### config.mk
export PLATFORM = sky130hd
export DESIGN_NAME = path_constraint_interval_lookup
export DESIGN_NICKNAME = d
export VERILOG_FILES = /design/src/design/pcil_pkg.sv /design/src/design/path_constraint_interval_lookup.sv /design/src/design/pcil_ram.sv /design/src/design/pcil_dpath.sv /design/src/design/pcil_ctrl.sv
export SDC_FILE = /design/constraint.sdc
export NUM_CORES = 2
export LEC_CHECK = 0
export BUFFER_PORTS_ARGS = -buffer_cell sky130_fd_sc_hd__buf_2
export CORE_MARGIN = 3
export CORE_UTILIZATION = 62
export CTS_CLUSTER_DIAMETER = 120
export DETAILED_ROUTE_END_ITERATION = 10
export GPL_ROUTABILITY_DRIVEN = 1
export HOLD_SLACK_MARGIN = 0.02
export PLACE_DENSITY = 0.86
export SLEW_MARGIN = 20
export SYNTH_ARGS = -nofsm -noshare
export SYNTH_HDL_FRONTEND = slang
export SYNTH_MEMORY_MAX_BITS = 65536
export SYNTH_SLANG_ARGS = --single-unit
### constraint.sdc
create_clock -name i_clk -period 18.7 [get_ports i_clk]
set_clock_uncertainty 0.2 [all_clocks]
set_input_delay 1.87 -clock i_clk [delete_from_list [all_inputs] [get_ports i_clk]]
set_output_delay 1.87 -clock i_clk [all_outputs]
set_load 0.02 [all_outputs]
### src/design/pcil_pkg.sv
`timescale 1ns / 1ps
`default_nettype none
// ---------------------------------------------------------------------------
// pcil_pkg
// Shared types and constants for the path constraint interval lookup.
// ---------------------------------------------------------------------------
package pcil_pkg;

    localparam int SPEED_DEPTH_DEF   = 16;
    localparam int HEADING_DEPTH_DEF = 16;

    localparam int POS_W     = 32;   // Q16.16 position
    localparam int VAL_W     = 32;   // Q16.16 limit value
    localparam int GAP_W     = 16;   // min_gap register
    localparam int CFG_IDX_W = 2;
    localparam int CFG_DAT_W = 16;

    // configuration register indexes
    localparam logic [CFG_IDX_W-1:0] CFG_PATH_READY = 2'd0;
    localparam logic [CFG_IDX_W-1:0] CFG_MIN_GAP    = 2'd1;

    typedef enum logic [1:0] {
        REQ_INS_SPD = 2'd0,
        REQ_INS_HDG = 2'd1,
        REQ_QUERY   = 2'd2,
        REQ_CLEAR   = 2'd3
    } t_req;

    typedef struct packed {
        logic [1:0]              req_type;
        logic signed [POS_W-1:0] position;
        logic signed [VAL_W-1:0] speed_limit;
        logic signed [VAL_W-1:0] accel_limit;
        logic signed [VAL_W-1:0] jerk_limit;
        logic signed [VAL_W-1:0] heading;
        logic signed [VAL_W-1:0] turn_rate_limit;
        logic signed [VAL_W-1:0] turn_accel_limit;
        logic                    tangent_heading;
    } t_in_item;

    typedef struct packed {
        logic                    accepted;
        logic                    speed_valid;
        logic                    heading_valid;
        logic signed [VAL_W-1:0] out_speed;
        logic signed [VAL_W-1:0] out_accel;
        logic signed [VAL_W-1:0] out_jerk;
        logic signed [VAL_W-1:0] out_heading;
        logic signed [VAL_W-1:0] out_turn_rate;
        logic signed [VAL_W-1:0] out_turn_accel;
        logic                    out_tangent;
    } t_out_item;

    // table entries as stored in RAM
    typedef struct packed {
        logic signed [POS_W-1:0] pos;
        logic signed [VAL_W-1:0] speed;
        logic signed [VAL_W-1:0] accel;
        logic signed [VAL_W-1:0] jerk;
    } t_spd_ent;

    typedef struct packed {
        logic signed [POS_W-1:0] pos;
        logic signed [VAL_W-1:0] heading;
        logic signed [VAL_W-1:0] turn_rate;
        logic signed [VAL_W-1:0] turn_accel;
        logic                    tangent;
    } t_hdg_ent;

    // read address relative to the cursor
    typedef enum logic [1:0] {
        RD_CUR = 2'd0,
        RD_DEC = 2'd1,
        RD_INC = 2'd2
    } t_rd_sel;

    typedef enum logic [2:0] {
        CUR_HOLD  = 3'd0,
        CUR_DEC   = 3'd1,
        CUR_INC   = 3'd2,
        CUR_CLAMP = 3'd3
    } t_cur_op;

    typedef struct packed {
        logic    tbl;      // 0 speed table, 1 heading table
        t_rd_sel rd_sel;
        t_cur_op cur_op;
        logic    load;     // latch input item, clear working result
        logic    ins;
        logic    clr;
        logic    cap;      // copy read entry into working result
        logic    ld_out;   // working result -> output register
    } t_cmd;

    typedef struct packed {
        t_req req;
        logic path_ready;
        logic empty;       // selected table has no entries
        logic at_first;    // selected cursor is 0
        logic at_last;     // selected cursor is count-1
        logic gt;          // query position > read position
        logic lt;          // query position < read position
        logic gt_right;    // query position > saved right bound
        logic neg;         // query position below zero
    } t_status;

endpackage : pcil_pkg
`default_nettype wire

### src/design/path_constraint_interval_lookup.sv
`timescale 1ns / 1ps
`default_nettype none
// ---------------------------------------------------------------------------
// path_constraint_interval_lookup
// Two breakpoint tables (speed limits, heading limits) along a path with
// gap-checked append, clear, and cursor-walk interval lookup.
// ---------------------------------------------------------------------------
//
//  channel  direction  handshake                 payload
//  -------  ---------  ------------------------  ----------------------------
//  in       sink       i_valid / o_stall         i_in_item  (t_in_item)
//  out      source     o_valid / i_stall         o_out_item (t_out_item)
//  cfg      sink       i_cfg_valid / o_cfg_ready i_cfg_index, i_cfg_data
//
//  Insert and clear pass through the EXEC and DONE steps from transfer to result.
//  A query walks each table's cursor one entry at a time through a
//  single-read-port RAM, starting from the cursors kept from the last query.
//  One item is in work at a time; the next transfer is taken once the result
//  has moved into the output register, even while that register is stalled.
//  Synchronous active-low reset empties both tables and zeroes the cursors;
//  path_ready resets to 0 and min_gap to 1. No clearing pass is needed.
//  Config writes are always ready and should only be issued while idle.
// ---------------------------------------------------------------------------
module path_constraint_interval_lookup #(
    parameter int SPEED_DEPTH   = pcil_pkg::SPEED_DEPTH_DEF,
    parameter int HEADING_DEPTH = pcil_pkg::HEADING_DEPTH_DEF
) (
    input  wire logic                           i_clk,
    input  wire logic                           i_rst_n,
    // request channel
    input  wire logic                           i_valid,
    output logic                                o_stall,
    input  wire pcil_pkg::t_in_item             i_in_item,
    // result channel
    output logic                                o_valid,
    input  wire logic                           i_stall,
    output pcil_pkg::t_out_item                 o_out_item,
    // register write channel
    input  wire logic                           i_cfg_valid,
    output logic                                o_cfg_ready,
    input  wire logic [pcil_pkg::CFG_IDX_W-1:0] i_cfg_index,
    input  wire logic [pcil_pkg::CFG_DAT_W-1:0] i_cfg_data
);
    import pcil_pkg::*;

    t_cmd    w_cmd;
    t_status w_status;

    // registers accept a write in any cycle
    assign o_cfg_ready = 1'b1;

    pcil_ctrl u_ctrl (
        .i_clk    (i_clk),
        .i_rst_n  (i_rst_n),
        .i_valid  (i_valid),
        .o_stall  (o_stall),
        .o_valid  (o_valid),
        .i_stall  (i_stall),
        .i_status (w_status),
        .o_cmd    (w_cmd)
    );

    pcil_dpath #(
        .SPEED_DEPTH   (SPEED_DEPTH),
        .HEADING_DEPTH (HEADING_DEPTH)
    ) u_dpath (
        .i_clk       (i_clk),
        .i_rst_n     (i_rst_n),
        .i_in_item   (i_in_item),
        .i_cfg_we    (i_cfg_valid && o_cfg_ready),
        .i_cfg_index (i_cfg_index),
        .i_cfg_data  (i_cfg_data),
        .i_cmd       (w_cmd),
        .o_status    (w_status),
        .o_out_item  (o_out_item)
    );

endmodule : path_constraint_interval_lookup
`default_nettype wire

### src/design/pcil_ram.sv
`timescale 1ns / 1ps
`default_nettype none
// ---------------------------------------------------------------------------
// pcil_ram
// Generic simple dual-port RAM, one write and one registered read port.
// ---------------------------------------------------------------------------
module pcil_ram #(
    parameter int WIDTH = 32,
    parameter int DEPTH = 16,
    parameter int AW    = (DEPTH > 1) ? $clog2(DEPTH) : 1
) (
    input  wire logic             i_clk,
    input  wire logic             i_we,
    input  wire logic [AW-1:0]    i_waddr,
    input  wire logic [WIDTH-1:0] i_wdata,
    input  wire logic [AW-1:0]    i_raddr,
    output logic      [WIDTH-1:0] o_rdata
);

    logic [WIDTH-1:0] r_mem [DEPTH];

    always_ff @(posedge i_clk) begin
        if (i_we) begin
            r_mem[i_waddr] <= i_wdata;
        end
        o_rdata <= r_mem[i_raddr];
    end

endmodule : pcil_ram
`default_nettype wire

### src/design/pcil_dpath.sv
`timescale 1ns / 1ps
`default_nettype none
// ---------------------------------------------------------------------------
// pcil_dpath
// Tables, cursors, counts, config registers and result registers.
// ---------------------------------------------------------------------------
module pcil_dpath #(
    parameter int SPEED_DEPTH   = 16,
    parameter int HEADING_DEPTH = 16
) (
    input  wire logic                               i_clk,
    input  wire logic                               i_rst_n,
    input  wire pcil_pkg::t_in_item                 i_in_item,
    input  wire logic                               i_cfg_we,
    input  wire logic [pcil_pkg::CFG_IDX_W-1:0]     i_cfg_index,
    input  wire logic [pcil_pkg::CFG_DAT_W-1:0]     i_cfg_data,
    input  wire pcil_pkg::t_cmd                     i_cmd,
    output pcil_pkg::t_status                       o_status,
    output pcil_pkg::t_out_item                     o_out_item
);
    import pcil_pkg::*;

    localparam int SAW = (SPEED_DEPTH > 1) ? $clog2(SPEED_DEPTH) : 1;
    localparam int SCW = $clog2(SPEED_DEPTH + 1);
    localparam int HAW = (HEADING_DEPTH > 1) ? $clog2(HEADING_DEPTH) : 1;
    localparam int HCW = $clog2(HEADING_DEPTH + 1);

    t_in_item  r_item;
    t_out_item r_res;
    t_out_item r_out;

    logic             r_path_ready;
    logic [GAP_W-1:0] r_min_gap;

    logic [SCW-1:0]          r_spd_cnt;
    logic [SAW-1:0]          r_spd_cur;
    logic signed [POS_W-1:0] r_spd_last;
    logic [HCW-1:0]          r_hdg_cnt;
    logic [HAW-1:0]          r_hdg_cur;
    logic signed [POS_W-1:0] r_hdg_last;
    logic signed [POS_W-1:0] r_right;

    logic [SAW-1:0] w_spd_raddr;
    logic [HAW-1:0] w_hdg_raddr;
    t_spd_ent       w_spd_rdata;
    t_hdg_ent       w_hdg_rdata;
    t_spd_ent       w_spd_wdata;
    t_hdg_ent       w_hdg_wdata;
    logic           w_spd_we;
    logic           w_hdg_we;

    logic signed [POS_W:0]   w_spd_diff;
    logic signed [POS_W:0]   w_hdg_diff;
    logic signed [POS_W:0]   w_gap;
    logic                    w_spd_ok;
    logic                    w_hdg_ok;
    logic signed [POS_W-1:0] w_sel_pos;

    // insert check: table not full, step positive and at least min_gap (first entry exempt)
    assign w_gap      = $signed({{(POS_W + 1 - GAP_W){1'b0}}, r_min_gap});
    assign w_spd_diff = {r_item.position[POS_W-1], r_item.position}
                      - {r_spd_last[POS_W-1], r_spd_last};
    assign w_hdg_diff = {r_item.position[POS_W-1], r_item.position}
                      - {r_hdg_last[POS_W-1], r_hdg_last};
    assign w_spd_ok = (r_spd_cnt < SCW'(SPEED_DEPTH))
                   && ((r_spd_cnt == '0) || ((w_spd_diff > '0) && (w_spd_diff >= w_gap)));
    assign w_hdg_ok = (r_hdg_cnt < HCW'(HEADING_DEPTH))
                   && ((r_hdg_cnt == '0) || ((w_hdg_diff > '0) && (w_hdg_diff >= w_gap)));

    assign w_spd_we = i_cmd.ins && !i_cmd.tbl && w_spd_ok;
    assign w_hdg_we = i_cmd.ins &&  i_cmd.tbl && w_hdg_ok;

    assign w_spd_wdata = '{pos: r_item.position, speed: r_item.speed_limit,
                           accel: r_item.accel_limit, jerk: r_item.jerk_limit};
    assign w_hdg_wdata = '{pos: r_item.position, heading: r_item.heading,
                           turn_rate: r_item.turn_rate_limit,
                           turn_accel: r_item.turn_accel_limit,
                           tangent: r_item.tangent_heading};

    always_comb begin
        unique case (i_cmd.rd_sel)
            RD_DEC: begin
                w_spd_raddr = r_spd_cur - 1'b1;
                w_hdg_raddr = r_hdg_cur - 1'b1;
            end
            RD_INC: begin
                w_spd_raddr = r_spd_cur + 1'b1;
                w_hdg_raddr = r_hdg_cur + 1'b1;
            end
            default: begin
                w_spd_raddr = r_spd_cur;
                w_hdg_raddr = r_hdg_cur;
            end
        endcase
    end

    pcil_ram #(
        .WIDTH ($bits(t_spd_ent)),
        .DEPTH (SPEED_DEPTH)
    ) u_spd_ram (
        .i_clk   (i_clk),
        .i_we    (w_spd_we),
        .i_waddr (r_spd_cnt[SAW-1:0]),
        .i_wdata (w_spd_wdata),
        .i_raddr (w_spd_raddr),
        .o_rdata (w_spd_rdata)
    );

    pcil_ram #(
        .WIDTH ($bits(t_hdg_ent)),
        .DEPTH (HEADING_DEPTH)
    ) u_hdg_ram (
        .i_clk   (i_clk),
        .i_we    (w_hdg_we),
        .i_waddr (r_hdg_cnt[HAW-1:0]),
        .i_wdata (w_hdg_wdata),
        .i_raddr (w_hdg_raddr),
        .o_rdata (w_hdg_rdata)
    );

    assign w_sel_pos = i_cmd.tbl ? w_hdg_rdata.pos : w_spd_rdata.pos;

    always_comb begin
        o_status.req        = t_req'(r_item.req_type);
        o_status.path_ready = r_path_ready;
        o_status.empty      = i_cmd.tbl ? (r_hdg_cnt == '0) : (r_spd_cnt == '0);
        o_status.at_first   = i_cmd.tbl ? (r_hdg_cur == '0) : (r_spd_cur == '0);
        o_status.at_last    = i_cmd.tbl ? ((HCW'(r_hdg_cur) + 1'b1) == r_hdg_cnt)
                                        : ((SCW'(r_spd_cur) + 1'b1) == r_spd_cnt);
        o_status.gt         = r_item.position > w_sel_pos;
        o_status.lt         = r_item.position < w_sel_pos;
        o_status.gt_right   = r_item.position > r_right;
        o_status.neg        = r_item.position[POS_W-1];
    end

    // config registers
    always_ff @(posedge i_clk) begin
        if (!i_rst_n) begin
            r_path_ready <= 1'b0;
            r_min_gap    <= GAP_W'(1);
        end else if (i_cfg_we) begin
            if (i_cfg_index == CFG_PATH_READY) begin
                r_path_ready <= i_cfg_data[0];
            end else if (i_cfg_index == CFG_MIN_GAP) begin
                r_min_gap <= i_cfg_data[GAP_W-1:0];
            end
        end
    end

    // counts and cursors
    always_ff @(posedge i_clk) begin
        if (!i_rst_n) begin
            r_spd_cnt <= '0;
            r_spd_cur <= '0;
            r_hdg_cnt <= '0;
            r_hdg_cur <= '0;
        end else if (i_cmd.clr) begin
            r_spd_cnt <= '0;
            r_spd_cur <= '0;
            r_hdg_cnt <= '0;
            r_hdg_cur <= '0;
        end else begin
            if (w_spd_we) begin
                r_spd_cnt <= r_spd_cnt + 1'b1;
            end
            if (w_hdg_we) begin
                r_hdg_cnt <= r_hdg_cnt + 1'b1;
            end
            if (!i_cmd.tbl) begin
                unique case (i_cmd.cur_op)
                    CUR_DEC: r_spd_cur <= r_spd_cur - 1'b1;
                    CUR_INC: r_spd_cur <= r_spd_cur + 1'b1;
                    CUR_CLAMP: begin
                        if ((r_spd_cnt != '0) && (SCW'(r_spd_cur) >= r_spd_cnt)) begin
                            r_spd_cur <= SAW'(r_spd_cnt - 1'b1);
                        end
                    end
                    default: r_spd_cur <= r_spd_cur;
                endcase
            end else begin
                unique case (i_cmd.cur_op)
                    CUR_DEC: r_hdg_cur <= r_hdg_cur - 1'b1;
                    CUR_INC: r_hdg_cur <= r_hdg_cur + 1'b1;
                    CUR_CLAMP: begin
                        if ((r_hdg_cnt != '0) && (HCW'(r_hdg_cur) >= r_hdg_cnt)) begin
                            r_hdg_cur <= HAW'(r_hdg_cnt - 1'b1);
                        end
                    end
                    default: r_hdg_cur <= r_hdg_cur;
                endcase
            end
        end
    end

    // payload registers
    always_ff @(posedge i_clk) begin
        if (i_cmd.load) begin
            r_item <= i_in_item;
            r_res  <= '0;
        end
        if (w_spd_we) begin
            r_spd_last <= r_item.position;
        end
        if (w_hdg_we) begin
            r_hdg_last <= r_item.position;
        end
        // right bound is the cursor entry, saved while the left-neighbour read is issued
        if (i_cmd.rd_sel == RD_DEC) begin
            r_right <= w_sel_pos;
        end
        if (i_cmd.ins) begin
            r_res.accepted <= i_cmd.tbl ? w_hdg_ok : w_spd_ok;
        end
        if (i_cmd.clr) begin
            r_res.accepted <= 1'b1;
        end
        if (i_cmd.cap) begin
            if (i_cmd.tbl) begin
                r_res.heading_valid  <= 1'b1;
                r_res.out_heading    <= w_hdg_rdata.heading;
                r_res.out_turn_rate  <= w_hdg_rdata.turn_rate;
                r_res.out_turn_accel <= w_hdg_rdata.turn_accel;
                r_res.out_tangent    <= w_hdg_rdata.tangent;
            end else begin
                r_res.speed_valid <= 1'b1;
                r_res.out_speed   <= w_spd_rdata.speed;
                r_res.out_accel   <= w_spd_rdata.accel;
                r_res.out_jerk    <= w_spd_rdata.jerk;
            end
        end
        if (i_cmd.ld_out) begin
            r_out <= r_res;
        end
    end

    assign o_out_item = r_out;

    // cursor always inside a non-empty table, zero for an empty one
    logic w_spd_cur_ok;
    logic w_hdg_cur_ok;
    assign w_spd_cur_ok = (r_spd_cnt == '0) ? (r_spd_cur == '0)
                                            : (SCW'(r_spd_cur) < r_spd_cnt);
    assign w_hdg_cur_ok = (r_hdg_cnt == '0) ? (r_hdg_cur == '0)
                                            : (HCW'(r_hdg_cur) < r_hdg_cnt);

    a_cursor_in_range: assert property (@(posedge i_clk) disable iff (!i_rst_n)
        w_spd_cur_ok && w_hdg_cur_ok)
        else $error("cursor outside its table");

    a_count_bound: assert property (@(posedge i_clk) disable iff (!i_rst_n)
        (r_spd_cnt <= SCW'(SPEED_DEPTH)) && (r_hdg_cnt <= HCW'(HEADING_DEPTH)))
        else $error("table count beyond depth");

    a_refused_insert: assert property (@(posedge i_clk) disable iff (!i_rst_n)
        (i_cmd.ins && !i_cmd.tbl && !w_spd_ok) |=> $stable(r_spd_cnt))
        else $error("refused speed insert changed the count");

endmodule : pcil_dpath
`default_nettype wire

### src/design/pcil_ctrl.sv
`timescale 1ns / 1ps
`default_nettype none
// ---------------------------------------------------------------------------
// pcil_ctrl
// Sequencer: dispatches requests and walks the table cursors.
// ---------------------------------------------------------------------------
module pcil_ctrl (
    input  wire logic              i_clk,
    input  wire logic              i_rst_n,
    input  wire logic              i_valid,
    output logic                   o_stall,
    output logic                   o_valid,
    input  wire logic              i_stall,
    input  wire pcil_pkg::t_status i_status,
    output pcil_pkg::t_cmd         o_cmd
);
    import pcil_pkg::*;

    typedef enum logic [12:0] {
        S_IDLE  = 13'b0000000000001,
        S_EXEC  = 13'b0000000000010,
        S_CLAMP = 13'b0000000000100,
        S_RD_R  = 13'b0000000001000,
        S_CHK_R = 13'b0000000010000,
        S_CHK_L = 13'b0000000100000,
        S_STEPL = 13'b0000001000000,
        S_WALKL = 13'b0000010000000,
        S_STEPR = 13'b0000100000000,
        S_WALKR = 13'b0001000000000,
        S_FETCH = 13'b0010000000000,
        S_CAP   = 13'b0100000000000,
        S_DONE  = 13'b1000000000000
    } t_state;

    t_state r_state, n_state;
    logic   r_tbl, n_tbl;
    logic   r_ov, n_ov;

    assign o_stall = (r_state != S_IDLE);
    assign o_valid = r_ov;

    always_comb begin
        n_state       = r_state;
        n_tbl         = r_tbl;
        o_cmd.tbl     = r_tbl;
        o_cmd.rd_sel  = RD_CUR;
        o_cmd.cur_op  = CUR_HOLD;
        o_cmd.load    = 1'b0;
        o_cmd.ins     = 1'b0;
        o_cmd.clr     = 1'b0;
        o_cmd.cap     = 1'b0;
        o_cmd.ld_out  = 1'b0;

        unique case (r_state)
            S_IDLE: begin
                if (i_valid) begin
                    o_cmd.load = 1'b1;
                    n_state    = S_EXEC;
                end
            end
            S_EXEC: begin
                unique case (i_status.req)
                    REQ_INS_SPD: begin
                        o_cmd.tbl = 1'b0;
                        o_cmd.ins = 1'b1;
                        n_state   = S_DONE;
                    end
                    REQ_INS_HDG: begin
                        o_cmd.tbl = 1'b1;
                        o_cmd.ins = 1'b1;
                        n_state   = S_DONE;
                    end
                    REQ_CLEAR: begin
                        o_cmd.clr = 1'b1;
                        n_state   = S_DONE;
                    end
                    default: begin   // query
                        n_tbl   = 1'b0;
                        n_state = i_status.path_ready ? S_CLAMP : S_DONE;
                    end
                endcase
            end
            S_CLAMP: begin
                if (i_status.empty) begin
                    n_tbl   = 1'b1;
                    n_state = r_tbl ? S_DONE : S_CLAMP;
                end else begin
                    o_cmd.cur_op = CUR_CLAMP;
                    n_state      = S_RD_R;
                end
            end
            S_RD_R: begin
                n_state = S_CHK_R;
            end
            S_CHK_R: begin
                // data is the right bound of the cursor interval
                if (i_status.at_first) begin
                    // first interval starts at zero: below it the cursor stays
                    n_state = (i_status.gt && !i_status.neg) ? S_STEPR : S_FETCH;
                end else begin
                    o_cmd.rd_sel = RD_DEC;
                    n_state      = S_CHK_L;
                end
            end
            S_CHK_L: begin
                // data is the left bound
                if (i_status.lt) begin
                    o_cmd.cur_op = CUR_DEC;
                    n_state      = S_STEPL;
                end else if (i_status.gt_right) begin
                    n_state = S_STEPR;
                end else begin
                    n_state = S_FETCH;
                end
            end
            S_STEPL: begin
                if (i_status.at_first) begin
                    n_state = S_FETCH;
                end else begin
                    o_cmd.rd_sel = RD_DEC;
                    n_state      = S_WALKL;
                end
            end
            S_WALKL: begin
                if (i_status.gt) begin
                    n_state = S_FETCH;
                end else begin
                    o_cmd.cur_op = CUR_DEC;
                    n_state      = S_STEPL;
                end
            end
            S_STEPR: begin
                if (i_status.at_last) begin
                    n_state = S_FETCH;
                end else begin
                    o_cmd.rd_sel = RD_INC;
                    o_cmd.cur_op = CUR_INC;
                    n_state      = S_WALKR;
                end
            end
            S_WALKR: begin
                n_state = i_status.gt ? S_STEPR : S_FETCH;
            end
            S_FETCH: begin
                n_state = S_CAP;
            end
            S_CAP: begin
                o_cmd.cap = 1'b1;
                n_tbl     = 1'b1;
                n_state   = r_tbl ? S_DONE : S_CLAMP;
            end
            S_DONE: begin
                if (!r_ov || !i_stall) begin
                    o_cmd.ld_out = 1'b1;
                    n_state      = S_IDLE;
                end
            end
            default: begin
                n_state = S_IDLE;
            end
        endcase
    end

    always_comb begin
        n_ov = r_ov && i_stall;
        if (o_cmd.ld_out) begin
            n_ov = 1'b1;
        end
    end

    always_ff @(posedge i_clk) begin
        if (!i_rst_n) begin
            r_state <= S_IDLE;
            r_tbl   <= 1'b0;
            r_ov    <= 1'b0;
        end else begin
            r_state <= n_state;
            r_tbl   <= n_tbl;
            r_ov    <= n_ov;
        end
    end

    a_no_overwrite: assert property (@(posedge i_clk) disable iff (!i_rst_n)
        (r_ov && i_stall) |-> !o_cmd.ld_out)
        else $error("output register overwritten while stalled");

    a_busy_after_accept: assert property (@(posedge i_clk) disable iff (!i_rst_n)
        (i_valid && !o_stall) |=> o_stall)
        else $error("input taken again before result built");

    a_valid_from_done: assert property (@(posedge i_clk) disable iff (!i_rst_n)
        $rose(r_ov) |-> $past(r_state == S_DONE))
        else $error("result presented outside the done step");

endmodule : pcil_ctrl
`default_nettype wire
==> run metrics <==
placed inst area 200000 um2; gr ovfl total 0; Syn. warnings 0; placer congestion estimate 0.874; DR DRC count 0; Post-synth EDFFs 4631; average size of a mapped cell 20.8 um2; fmax 0.111 GHz; r2r endpoint u_dpath.u_hdg_ram.o_rdata[74]; Die W 563 um; vias per cell 7.28; starting density of the core 62.3%; Peak VDD IR 0.000106 V; drt pass-1 iters 7; post-cts repair resize count 0; Slew Viols, Final 0; H-tree Lvls 5; M3 GR Usage 7.68%; post-synthesis sequential area ratio 77.4%; clock tree sinks 5134; synthesized instance count 9270; routed len/inst 36.9 um; Hold Vio Cnt, Final 0; Reg2Reg Launch Point u_ctrl.r_state[2]; Netlist cell types 92; max cap viols 0; Final Cycle Share 48.1%; CTS root buf clkbuf_16; drt total wl 534000 um; hold path endpoint u_dpath.o_out_item[187]; Reg2Reg Depth 17; flop and latch count out of synthesis 5134; Die Height 563 um; WP data arrival 9540 ps; post-layout min period 8990 ps; CP Launch Type register; met2 global-route usage 53.0%; drt initial violations 17700; CP max FO 145; Post-synth top flop edfxtp_1; vias in the first global route 107000; die area 317000 um2; outcome finished clean; Worst Tran Pin Value 1200 ps; clk_lat worst skew 1000 ps; layout net count 10300; hold_sp u_dpath.r_res[187]; post-route design area 216000 um2; Final Setup Violations 0; Net Count, Synth 9708; final setup TNS 0 ps; met1 Track Usage GR 43.8%; post-CTS setup buffer count 0; area grow syn2layout 12.3%; Worst R2R Setup Slack 9710 ps; core area 309000 um2; pwr dens 108 nW/um2; most common cell after layout, fill and taps aside edfxtp_1; Max Root-Sink Buffers 4; # port buffers 447; Setup crit end kind register; Detailed Place HPWL 241000 um; largest net degree at the start of global routing 164; cell area after synthesis 193000 um2; CTS tree yes; initial antenna violation count 39; via count 105000; asr flop ratio synth 0%; share of cells above drive strength 1 24.1%; Lkg Pwr 72.5 nW; hold_buf cts 0; GRT busiest layer met2; worst hold path type reg -> reg; FILL cells 16200; Total GRT Usage 33.4%; Num CTS Buffers 464; CP required 19250 ps; commonest non-fill, non-tap cells in the layout 4631 x edfxtp_1, 1028 x mux4_2, 503 x dfxtp_1; CP Class reg -> reg; RSZ-0062 raised after global routing no; slew margin rel. 20.3%; Rows 204; Hold Crit Depth 0; Detail Route Antenna Nets 0; Ports 449; first-pass GRT wire length 763000 um; clk slew on worst S/H paths 70 ps
[worst max-delay path, stage by stage (launching register included)]
cell and delay [ps]:
dfxtp_1 390, or4_4 570, or4_4 570, o21ai_4 210, and2_4 670, nor4b_1 140
a31oi_1 360, and2_1 240, ha_2 890, mux2i_1 290, o21ai_4 230, buf_12 560
buf_4 920, buf_4 1010, mux4_2 440, nor2b_1 170, a211oi_1 380, a31oi_1 100
[through the flow]
stage	power, mW	utilization, %	hold WS, ps	instances	setup WS (ps)
after floorplan	13.2	-	209	9270	1990
after global placement	13.4	64.8	216	13600	9790
after detailed placement	13.5	64.8	217	13600	9580
after CTS	23.4	70.0	188	14400	9390
after global routing	23.8	70.0	218	14500	9310
final	23.4	70.0	208	14500	9710
[Yosys cell counts (5+ instances only)]
master	number	area [um2]
and3_1	24	150
a22oi_1	6	45.0
a2111oi_0	12	105
nand2_1	136	510
nand4_1	29	181
nor2b_1	280	1750
o21ai_0	67	335
nand3b_1	7	52.6
or3_1	16	100
a22o_1	194	1700
xor2_1	20	175
nor4_1	12	75.1
and4_1	8	70.1
dfxtp_1	503	10100
a31oi_1	21	131
o21a_1	23	173
nand2b_1	15	93.8
o31a_1	6	52.6
nor3_1	47	235
o21bai_1	7	52.6
a211oi_1	278	2090
a21oi_1	384	1920
mux4_2	1028	23200
ha_1	186	2330
buf_2	13	65.1
nor3b_1	6	45.0
o211ai_1	12	90.1
buf_1	143	537
o2111ai_1	6	52.6
o31ai_1	13	97.6
clkbuf_1	299	1120
and2_1	14	87.6
nor2_1	115	432
mux2i_1	295	2950
or2_2	8	50.1
inv_1	189	709
nand3_1	37	185
nor4b_1	5	43.8
a21o_1	50	375
edfxtp_1	4631	139000
xnor2_1	26	228
mux2_2	8	90.1
[routing by layer]
layer  vias up  wire (um)
li1      39400          -
met1     53400     176000
met2     10500     258000
met3      2025      67000
met4        18      33400
met5         -        116
[cell families after synthesis]
family | after synthesis | synth area share, %
other | 1 | 0.00195
AND/OR/NAND/NOR | 782 | 2.22
buffers and inverters | 649 | 1.28
AO/OA/AOI/OAI | 1138 | 4.03
XOR/XNOR | 46 | 0.209
adder cells (fa/ha/maj) | 188 | 1.23
flip-flops | 5134 | 77.4
multiplexers | 1332 | 13.6
[where the power goes]
part	internal, mW	total (mW)	switching [mW]
combinational	0.125	0.469	0.344
sequential	12.6	12.8	0.172
clock	5.63	10.1	4.49
[flip-flops by register name, indices dropped and copies added, names as in the netlist, 128 cells and up]
name and cells:
u_dpath.r_res 196, u_dpath.r_item 224, u_dpath.u_hdg_ram.r_mem 2064, u_dpath.u_spd_ram.r_mem 2048, u_dpath.u_hdg_ram.o_rdata 129, u_dpath.o_out_item 196
u_dpath.u_spd_ram.o_rdata 128
[layout make-up]
| type | count | area [um2] | share of cell area (%) |
|---|---|---|---|
| Antenna cell | 20 | 50.0 | 0.0231 |
| Sequential cell | 5134 | 149000 | 68.9 |
| Clock inverter | 271 | 3160 | 1.46 |
| Inverter | 192 | 728 | 0.337 |
| Tap cell | 4120 | 5150 | 2.38 |
| Multi-Input combinational cell | 3487 | 41400 | 19.1 |
| Timing Repair Buffer | 629 | 3840 | 1.78 |
| Clock buffer | 610 | 12900 | 5.95 |
[worst max-delay path by stage]
stage	start	cells past startpoint	endpoint
floorplan	u_dpath.r_item[193]	17	u_dpath.u_spd_ram.r_mem[4][0]
global placement	u_ctrl.r_state[2]	18	u_dpath.u_hdg_ram.o_rdata[73]
detailed placement	u_ctrl.r_state[2]	18	u_dpath.u_hdg_ram.o_rdata[70]
CTS	u_ctrl.r_state[2]	18	u_dpath.u_hdg_ram.o_rdata[77]
global route	u_ctrl.r_state[2]	18	u_dpath.u_spd_ram.o_rdata[77]
finish	u_ctrl.r_state[2]	17	u_dpath.u_hdg_ram.o_rdata[74]
Note: power is estimated with default switching activity, not from simulation.
